## src/rtl/k_way_timestamp_merge_top_assert.svh

```systemverilog
// Assertion macros for the k-way timestamp merge top level.
// No dependencies; included by k_way_timestamp_merge_top.sv.
`ifndef K_WAY_TIMESTAMP_MERGE_TOP_ASSERT_SVH
`define K_WAY_TIMESTAMP_MERGE_TOP_ASSERT_SVH

// property must hold at every clock edge out of reset
`define KTM_ASSERT_CLK(lbl, clk, rstn, prop, msg) \
    lbl: assert property (@(posedge clk) disable iff (!rstn) prop) else $error(msg);

// expression must never be true out of reset
`define KTM_ASSERT_NEVER(lbl, clk, rstn, expr, msg) \
    lbl: assert property (@(posedge clk) disable iff (!rstn) !(expr)) else $error(msg);

`endif

```

## src/rtl/ktm_pkg.sv

```systemverilog
// Shared types, constants and compare function for the k-way timestamp merge.
// No dependencies.
`timescale 1ns / 1ps

package ktm_pkg;

    localparam int MAX_SOURCES = 16;
    localparam int DATE_BITS   = 32;
    localparam int TIME_BITS   = 32;
    localparam int SRC_W       = 4;
    localparam int CFG_W       = 5;

    localparam logic [CFG_W-1:0] ACTIVE_RESET = CFG_W'(16);

    localparam int TREE_LEVELS = $clog2(MAX_SOURCES);
    localparam int TREE_LEAVES = 1 << TREE_LEVELS;
    localparam int LVL_CNT_W   = $clog2(TREE_LEVELS + 1);

    localparam int S_DATA_W = ((SRC_W + DATE_BITS + TIME_BITS + 7) / 8) * 8;
    localparam int M_DATA_W = ((SRC_W + DATE_BITS + TIME_BITS + 7) / 8) * 8;

    localparam logic CMD_OFFER   = 1'b0;
    localparam logic CMD_EXHAUST = 1'b1;

    typedef struct packed {
        logic                 vld;
        logic [SRC_W-1:0]     idx;
        logic [DATE_BITS-1:0] date;
        logic [TIME_BITS-1:0] tkey;
    } node_t;

    typedef enum logic [1:0] {
        ST_IDLE,
        ST_CHECK,
        ST_SETTLE
    } state_t;

    typedef struct packed {
        logic load;
        logic emit;
    } cmd_t;

    typedef struct packed {
        logic any_waiting;
        logic out_free;
    } status_t;

    // smaller of two heads; ties and invalid right side keep the left one
    function automatic node_t min_node(input node_t a, input node_t b);
        node_t r;
        r = a;
        if (b.vld && (!a.vld || ({b.date, b.tkey} < {a.date, a.tkey}))) begin
            r = b;
        end
        return r;
    endfunction

endpackage

```

## src/rtl/ktm_min_tree.sv

```systemverilog
// Registered binary minimum tree over the stored source heads.
// Depends on ktm_pkg.
`timescale 1ns / 1ps

module ktm_min_tree (
    input  logic           aclk,
    input  ktm_pkg::node_t leaf_in [ktm_pkg::MAX_SOURCES],
    output ktm_pkg::node_t root_out
);
    import ktm_pkg::*;

    node_t node_reg  [1:TREE_LEAVES-1];
    node_t node_next [1:TREE_LEAVES-1];
    node_t node_w    [1:2*TREE_LEAVES-1];

    genvar k;
    generate
        for (k = 0; k < TREE_LEAVES; k++) begin : g_leaf
            if (k < MAX_SOURCES) begin : g_used
                assign node_w[TREE_LEAVES+k] = leaf_in[k];
            end else begin : g_pad
                assign node_w[TREE_LEAVES+k] = '0;
            end
        end
        for (k = 1; k < TREE_LEAVES; k++) begin : g_node
            assign node_w[k]    = node_reg[k];
            assign node_next[k] = min_node(node_w[2*k], node_w[2*k+1]);
            always_ff @(posedge aclk) begin
                node_reg[k] <= node_next[k];
            end
        end
    endgenerate

    assign root_out = node_reg[1];

endmodule

```

## src/rtl/ktm_datapath.sv

```systemverilog
// Datapath: head store, refill flags, min tree, config and output registers.
// Depends on ktm_pkg and ktm_min_tree.
`timescale 1ns / 1ps

module ktm_datapath (
    input  logic                          aclk,
    input  logic                          aresetn,
    input  logic                          cfg_wr_en,
    input  logic [ktm_pkg::CFG_W-1:0]     cfg_wr_data,
    input  logic [ktm_pkg::S_DATA_W-1:0]  s_tdata,
    input  logic                          s_tuser,
    output logic                          m_tvalid,
    input  logic                          m_tready,
    output logic [ktm_pkg::M_DATA_W-1:0]  m_tdata,
    output logic                          m_tuser,
    input  ktm_pkg::cmd_t                 cmd,
    output ktm_pkg::status_t              sts
);
    import ktm_pkg::*;

    logic [CFG_W-1:0]     cfg_reg;
    logic [DATE_BITS-1:0] head_date_reg [MAX_SOURCES];
    logic [TIME_BITS-1:0] head_time_reg [MAX_SOURCES];
    logic [MAX_SOURCES-1:0] valid_reg, valid_next;
    logic [MAX_SOURCES-1:0] awaiting_reg, awaiting_next;
    logic [MAX_SOURCES-1:0] active;
    logic [MAX_SOURCES-1:0] take;

    logic                 m_tvalid_reg, m_tvalid_next;
    logic [SRC_W-1:0]     m_src_reg;
    logic [DATE_BITS-1:0] m_date_reg;
    logic [TIME_BITS-1:0] m_time_reg;
    logic                 m_done_reg;

    logic [SRC_W-1:0]     in_src;
    logic [DATE_BITS-1:0] in_date;
    logic [TIME_BITS-1:0] in_time;

    node_t leaf [MAX_SOURCES];
    node_t root;

    assign in_src  = s_tdata[SRC_W-1:0];
    assign in_date = s_tdata[SRC_W +: DATE_BITS];
    assign in_time = s_tdata[SRC_W+DATE_BITS +: TIME_BITS];

    // register 0 counts as one source
    always_comb begin
        for (int i = 0; i < MAX_SOURCES; i++) begin
            active[i] = (i < int'(cfg_reg)) || (i == 0);
        end
    end

    genvar g;
    generate
        for (g = 0; g < MAX_SOURCES; g++) begin : g_leaf
            assign leaf[g].vld  = valid_reg[g] && active[g];
            assign leaf[g].idx  = SRC_W'(g);
            assign leaf[g].date = head_date_reg[g];
            assign leaf[g].tkey = head_time_reg[g];

            assign take[g] = cmd.load && (in_src == SRC_W'(g)) && active[g]
                             && awaiting_reg[g];

            always_ff @(posedge aclk) begin
                if (take[g] && (s_tuser == CMD_OFFER)) begin
                    head_date_reg[g] <= in_date;
                    head_time_reg[g] <= in_time;
                end
            end
        end
    endgenerate

    ktm_min_tree u_tree (
        .aclk     (aclk),
        .leaf_in  (leaf),
        .root_out (root)
    );

    always_comb begin
        valid_next    = valid_reg;
        awaiting_next = awaiting_reg;
        for (int i = 0; i < MAX_SOURCES; i++) begin
            if (take[i]) begin
                awaiting_next[i] = 1'b0;
                valid_next[i]    = (s_tuser == CMD_OFFER);
            end
        end
        if (cmd.emit) begin
            if (root.vld) begin
                for (int i = 0; i < MAX_SOURCES; i++) begin
                    if (root.idx == SRC_W'(i)) begin
                        valid_next[i]    = 1'b0;
                        awaiting_next[i] = 1'b1;
                    end
                end
            end else begin
                // all sources exhausted: rearm
                valid_next    = '0;
                awaiting_next = '1;
            end
        end
    end

    assign m_tvalid_next = cmd.emit ? 1'b1 : (m_tready ? 1'b0 : m_tvalid_reg);

    always_ff @(posedge aclk) begin
        if (!aresetn) begin
            cfg_reg      <= ACTIVE_RESET;
            valid_reg    <= '0;
            awaiting_reg <= '1;
            m_tvalid_reg <= 1'b0;
        end else begin
            if (cfg_wr_en) begin
                cfg_reg <= cfg_wr_data;
            end
            valid_reg    <= valid_next;
            awaiting_reg <= awaiting_next;
            m_tvalid_reg <= m_tvalid_next;
        end
    end

    always_ff @(posedge aclk) begin
        if (cmd.emit) begin
            if (root.vld) begin
                m_src_reg  <= root.idx;
                m_date_reg <= root.date;
                m_time_reg <= root.tkey;
                m_done_reg <= 1'b0;
            end else begin
                m_src_reg  <= '0;
                m_date_reg <= '0;
                m_time_reg <= '0;
                m_done_reg <= 1'b1;
            end
        end
    end

    assign m_tvalid = m_tvalid_reg;
    assign m_tdata  = M_DATA_W'({m_time_reg, m_date_reg, m_src_reg});
    assign m_tuser  = m_done_reg;

    assign sts.any_waiting = |(awaiting_reg & active);
    assign sts.out_free    = !m_tvalid_reg || m_tready;

endmodule

```

## src/rtl/ktm_ctrl.sv

```systemverilog
// Controller: accepts a transaction, checks refill state, waits out the tree.
// Depends on ktm_pkg.
`timescale 1ns / 1ps

module ktm_ctrl (
    input  logic             aclk,
    input  logic             aresetn,
    input  logic             s_tvalid,
    output logic             s_tready,
    input  ktm_pkg::status_t sts,
    output ktm_pkg::cmd_t    cmd
);
    import ktm_pkg::*;

    state_t                 state_reg, state_next;
    logic [LVL_CNT_W-1:0]   cnt_reg, cnt_next;

    always_ff @(posedge aclk) begin
        if (!aresetn) begin
            state_reg <= ST_IDLE;
            cnt_reg   <= '0;
        end else begin
            state_reg <= state_next;
            cnt_reg   <= cnt_next;
        end
    end

    always_comb begin
        state_next = state_reg;
        cnt_next   = cnt_reg;
        s_tready   = 1'b0;
        cmd.load   = 1'b0;
        cmd.emit   = 1'b0;
        case (state_reg)
            ST_IDLE: begin
                s_tready = 1'b1;
                if (s_tvalid) begin
                    cmd.load   = 1'b1;
                    state_next = ST_CHECK;
                end
            end
            ST_CHECK: begin
                if (sts.any_waiting) begin
                    state_next = ST_IDLE;
                end else begin
                    cnt_next   = LVL_CNT_W'(1);
                    state_next = ST_SETTLE;
                end
            end
            ST_SETTLE: begin
                // root is current once every tree level has captured the new state
                if (cnt_reg == LVL_CNT_W'(TREE_LEVELS)) begin
                    if (sts.out_free) begin
                        cmd.emit   = 1'b1;
                        state_next = ST_IDLE;
                    end
                end else begin
                    cnt_next = cnt_reg + LVL_CNT_W'(1);
                end
            end
            default: begin
                state_next = ST_IDLE;
            end
        endcase
    end

endmodule

```

## src/rtl/k_way_timestamp_merge_top.sv

```systemverilog
// K-way timestamp merge, top level: controller plus datapath, assertions.
// Depends on ktm_pkg, ktm_ctrl, ktm_datapath and the assertion macro header.
`timescale 1ns / 1ps
`include "k_way_timestamp_merge_top_assert.svh"

// Merges up to 16 sorted record streams by (date, time), ties to the lower
// source index. Each input transaction either offers a source's next head
// (s_tuser = 0) or marks that source exhausted (s_tuser = 1). Once no active
// source awaits a refill, the smallest head goes out and that source must be
// refilled next; when all are exhausted a done marker (m_tuser = 1, zero
// data) goes out and the block rearms. A transaction that causes no result
// passes through the accept and check states only; one that causes a result
// also waits out the four registered levels of the minimum tree before the
// next input is taken. A result waiting in the output register does not
// block the next input unless a new result must be loaded.
module k_way_timestamp_merge_top (
    input  logic                          aclk,
    input  logic                          aresetn,
    input  logic                          cfg_wr_en,
    input  logic [ktm_pkg::CFG_W-1:0]     cfg_wr_data,  // active_sources
    input  logic                          s_tvalid,
    output logic                          s_tready,
    input  logic [ktm_pkg::S_DATA_W-1:0]  s_tdata,      // source, date, time_req
    input  logic                          s_tuser,      // command
    output logic                          m_tvalid,
    input  logic                          m_tready,
    output logic [ktm_pkg::M_DATA_W-1:0]  m_tdata,      // out_source, out_date, out_time
    output logic                          m_tuser       // done_res
);
    import ktm_pkg::*;

    cmd_t    cmd;
    status_t sts;

    ktm_ctrl u_ctrl (
        .aclk     (aclk),
        .aresetn  (aresetn),
        .s_tvalid (s_tvalid),
        .s_tready (s_tready),
        .sts      (sts),
        .cmd      (cmd)
    );

    ktm_datapath u_dp (
        .aclk        (aclk),
        .aresetn     (aresetn),
        .cfg_wr_en   (cfg_wr_en),
        .cfg_wr_data (cfg_wr_data),
        .s_tdata     (s_tdata),
        .s_tuser     (s_tuser),
        .m_tvalid    (m_tvalid),
        .m_tready    (m_tready),
        .m_tdata     (m_tdata),
        .m_tuser     (m_tuser),
        .cmd         (cmd),
        .sts         (sts)
    );

    `KTM_ASSERT_CLK(a_emit_out_free, aclk, aresetn, cmd.emit |-> sts.out_free, "emit into busy output")
    `KTM_ASSERT_NEVER(a_load_and_emit, aclk, aresetn, cmd.load && cmd.emit, "load and emit together")
    `KTM_ASSERT_CLK(a_valid_from_emit, aclk, aresetn, $rose(m_tvalid) |-> $past(cmd.emit), "result without emit")

endmodule
```

## config.mk

```make
export PLATFORM = sky130hd
export DESIGN_NAME = k_way_timestamp_merge_top
export DESIGN_NICKNAME = d
export VERILOG_FILES = /design/src/rtl/ktm_pkg.sv /design/src/rtl/ktm_min_tree.sv /design/src/rtl/ktm_datapath.sv /design/src/rtl/ktm_ctrl.sv /design/src/rtl/k_way_timestamp_merge_top.sv
export VERILOG_INCLUDE_DIRS = /design/src /design/src/rtl
export SDC_FILE = /design/constraint.sdc
export NUM_CORES = 2
export LEC_CHECK = 0
export BUFFER_PORTS_ARGS = -buffer_cell sky130_fd_sc_hd__buf_2
export CAP_MARGIN = 20
export CORE_MARGIN = 3
export CORE_UTILIZATION = 39
export CTS_CLUSTER_SIZE = 8
export DETAILED_ROUTE_END_ITERATION = 16
export GPL_TIMING_DRIVEN = 0
export MAX_ROUTING_LAYER = met4
export PLACE_DENSITY = 0.56
export SLEW_MARGIN = 15
export SYNTH_ARGS = -nofsm -noshare
export SYNTH_HDL_FRONTEND = slang
export SYNTH_SLANG_ARGS = --single-unit
```

## constraint.sdc

```tcl
create_clock -name aclk -period 5.6 [get_ports aclk]
set_input_delay 1.68 -clock aclk [delete_from_list [all_inputs] [get_ports aclk]]
set_output_delay 1.68 -clock aclk [all_outputs]
set_load 0.02 [all_outputs]
```

==> qor.txt <==
# clock sinks: 2,137
Slew headroom: 0.198
Most common cell after layout, fill and taps aside: sky130_fd_sc_hd__edfxtp_1
Post-CTS Setup Repair Bufs: 0
Slowest stage cell on the critical path: sky130_fd_sc_hd__nor4_4
Final setup viols: 0
DIE AREA: 242,000 sq um
Final worst path period need: 5.47 ns
Most frequent cells in the layout: sky130_fd_sc_hd__edfxtp_1, sky130_fd_sc_hd__dfxtp_1, sky130_fd_sc_hd__inv_1, sky130_fd_sc_hd__ha_1, sky130_fd_sc_hd__mux2_2
Ratio of total power to cell area: 330 nW/um^2
Root Driver: sky130_fd_sc_hd__clkbuf_16
Number of routed nets with antenna violations: 0
Maximum number of pins on one net before global-route repair: 45
Number of different library cells in the post-synthesis netlist: 77
Max-slew violation total from the final report: 0
Detailed-route via count: 55.7k
Register bit count reported by yosys: 2,137
Post-route setup slack: 0.134 ns
Synth-to-layout area growth: 16.2%
Number of synthesized flops with an enable pin: 1,093
Outcome: finished clean
Clock-pin slew reported for the worst setup and hold paths after clock tree synthesis: 0.05 ns
Layout cell share with drive strength beyond 1: 0.166
Final sum of negative setup slack: 0 ns
RR Startpoint: u_dp.u_tree.node_reg[0][611]$_DFF_P_
Final Power: 35.4 mW
Count of buffers from port buffering: 147
Reported leakage power: 45.7 nW
Warnings, synthesis: 0
Tot GR Track Use: 0.209
Routability cong.: 0.867
Critical Path Sink Type: register
Number of buffers created by CTS: 318
Clock tree from TritonCTS: built
Detailed Routing Iterations Pass 1: 5
Routed via count divided by cell count: 5.05
Post-DP HPWL: 186 mm
Critical path cell sequence: inv_1, ha_1, nand4_1, nor4_4, nand4_1, or2_0, o32ai_2, o21ai_1, nand2_1, buf_4, buf_4, mux2_1
DRC viols: 0
Finished Core Util: 0.459
Worst setup path startpoint: u_dp.u_tree.node_reg[0][611]$_DFF_P_
I/O pins: 158
Y dimension of the die: 492 um
Worst path arrival time: 6.19 ns
Post-Syn Area per Cell: 12.9 sq um
Unrepaired setup endpoints after global routing: false
Launch instance of the worst min-delay path: u_dp.u_tree.node_reg[0][1025]$_DFF_P_
Number of antenna violations at the first check in global routing: 10
Initial core utilization: 0.395
Final hold violation count: 0
Data required time at the worst endpoint: 6.33 ns
Routed wire per std cell: 22.7 um
GRT Residual Overflow: 0
DRC violation total after the first TritonRoute iteration: 3,270
Nets: 8,707
Final critical-path share of the clock period: 0.976
Class of the most critical hold timing path: register to register
Max-cap check violation count: 0
Cell area after synthesis: 92,300 sq um
Async SR Flop Fraction: 0
Longest Clk Path Bufs: 4
Fraction of the yosys area taken by sequential cells: 0.582
Critical Path Start Type: register
Worst slack after detailed placement: -0.281 ns
Worst-margin pin slew: 1.20 ns
Highest Clock Rate: 183 MHz
Number of global-route vias before repair: 56.8k
Post-Syn Instances: 7,149
Die outline width: 492 um
Largest delay contributor family on the critical path: simple AND/OR/NAND/NOR gates
Max FFs per register: 1,001
Maximum level of the CTS H-tree: 5
Worst setup path category: register to register
Total number of placement rows: 177
Maximum VDD drop: 0.261 mV
Wire length of the first global-routing pass: 366 mm
Hold Worst Slack: 0.426 ns
Most instantiated flip-flop cell in the synthesis netlist: sky130_fd_sc_hd__edfxtp_1
Largest incremental delay on the critical path: 0.78 ns
Critical path fanouts, max: 10
Clock Skews: 0.0739 ns
Worst Path Buf+Inv: 3
Wire length after detailed routing: 251 mm
Clock Latency Late Sink: 0.92 ns
Core Box Area: 234,000 sq um
synth_stat cells (12+ instances only):
cell type                   count  area (sq um)
sky130_fd_sc_hd__a2111oi_0     16           140
sky130_fd_sc_hd__a211oi_1      36           270
sky130_fd_sc_hd__a21o_1       123           923
sky130_fd_sc_hd__a21oi_1      385          1930
sky130_fd_sc_hd__a221o_1       72           721
sky130_fd_sc_hd__a221oi_1      28           245
sky130_fd_sc_hd__a31oi_1       21           131
sky130_fd_sc_hd__and2_1       135           845
sky130_fd_sc_hd__and3_1        13          81.3
sky130_fd_sc_hd__and4_1        28           245
sky130_fd_sc_hd__buf_2         57           285
sky130_fd_sc_hd__buf_4         28           210
sky130_fd_sc_hd__buf_6         18           203
sky130_fd_sc_hd__clkbuf_1      51           191
sky130_fd_sc_hd__dfxtp_1     1044         20900
sky130_fd_sc_hd__edfxtp_1    1093         32800
sky130_fd_sc_hd__ha_1         950         11900
sky130_fd_sc_hd__inv_1        986          3700
sky130_fd_sc_hd__mux2_1       294          3310
sky130_fd_sc_hd__mux2_2       553          6230
sky130_fd_sc_hd__mux2_4        60           901
sky130_fd_sc_hd__nand2_1      255           957
sky130_fd_sc_hd__nand2b_1      22           138
sky130_fd_sc_hd__nand3_1      107           536
sky130_fd_sc_hd__nand4_1      146           913
sky130_fd_sc_hd__nor2_1       137           514
sky130_fd_sc_hd__nor2b_1       33           206
sky130_fd_sc_hd__nor3_1        98           490
sky130_fd_sc_hd__nor4_1        28           175
sky130_fd_sc_hd__o21a_1        16           120
sky130_fd_sc_hd__o21ai_0      165           826
sky130_fd_sc_hd__o21ai_1       12          60.1
sky130_fd_sc_hd__or2_2         13          81.3
logic make-up (layout without fill, tap and decap cells):
| logic type | after synthesis | count (layout) | share of synthesized area |
|---|---|---|---|
| compound gates | 954 | 954 | 0.0656 |
| buf+inv | 1149 | 1896 | 0.0511 |
| other cells | 1 | 11 | 0.0000406 |
| mux | 911 | 911 | 0.114 |
| fa+ha+maj | 950 | 950 | 0.129 |
| simple gates | 1047 | 1047 | 0.0588 |
| flops | 2137 | 2137 | 0.582 |
power by group:
group / leakage [nW] / total [mW] / internal (mW) / switching, mW
sequential: 18.7 / 16.8 / 16.7 / 0.123
combinational: 22.7 / 1.14 / 0.408 / 0.729
clock: 4.30 / 17.4 / 10.7 / 6.68
metrics by stage:
stage / area, sq um / std cells
after global placement: 97000 / 10400
final: 107000 / 11000
after floorplan: 92300 / 7152
after global routing: 107000 / 11000
after detailed placement: 98200 / 10500
after CTS: 107000 / 11000
worst paths after layout:
path	slack, ns	cells past startpoint	end
min	0.43	1	u_dp.u_tree.node_reg[0][542]$_DFF_P_
min reg2reg	0.43	1	u_dp.u_tree.node_reg[0][542]$_DFF_P_
max reg2reg	0.13	12	u_dp.u_tree.node_reg[0][338]$_DFF_P_
max	0.13	12	u_dp.u_tree.node_reg[0][338]$_DFF_P_
metal layers:
layer	global-route usage	up-vias	wire, um
li1	-	26800	-
met1	0.279	27300	116000
met2	0.331	1208	116000
met3	0.0294	407	11000
met4	0.0665	0	7910
met5	-	-	0
final cells by class:
cell class / instances / area (sq um)
fillers: 21100 / 127000
flip-flops and latches: 2137 / 53700
multi-input cells: 3866 / 34100
clock buffers: 537 / 8940
well taps: 3132 / 3920
inverters: 988 / 3720
repair buffers: 202 / 1780
plain buffers: 161 / 1010
clock inverters: 8 / 87.6
diodes: 7 / 17.5
repair_timing:
item | 4_1_cts | 5_1_grt
setup endpoints to repair | 98 | 2
gates resized for setup | 3 | 1
hold buffers | 0 | 0
cloned | 0 | 0
No activity file was read; power rests on OpenSTA's default activity.
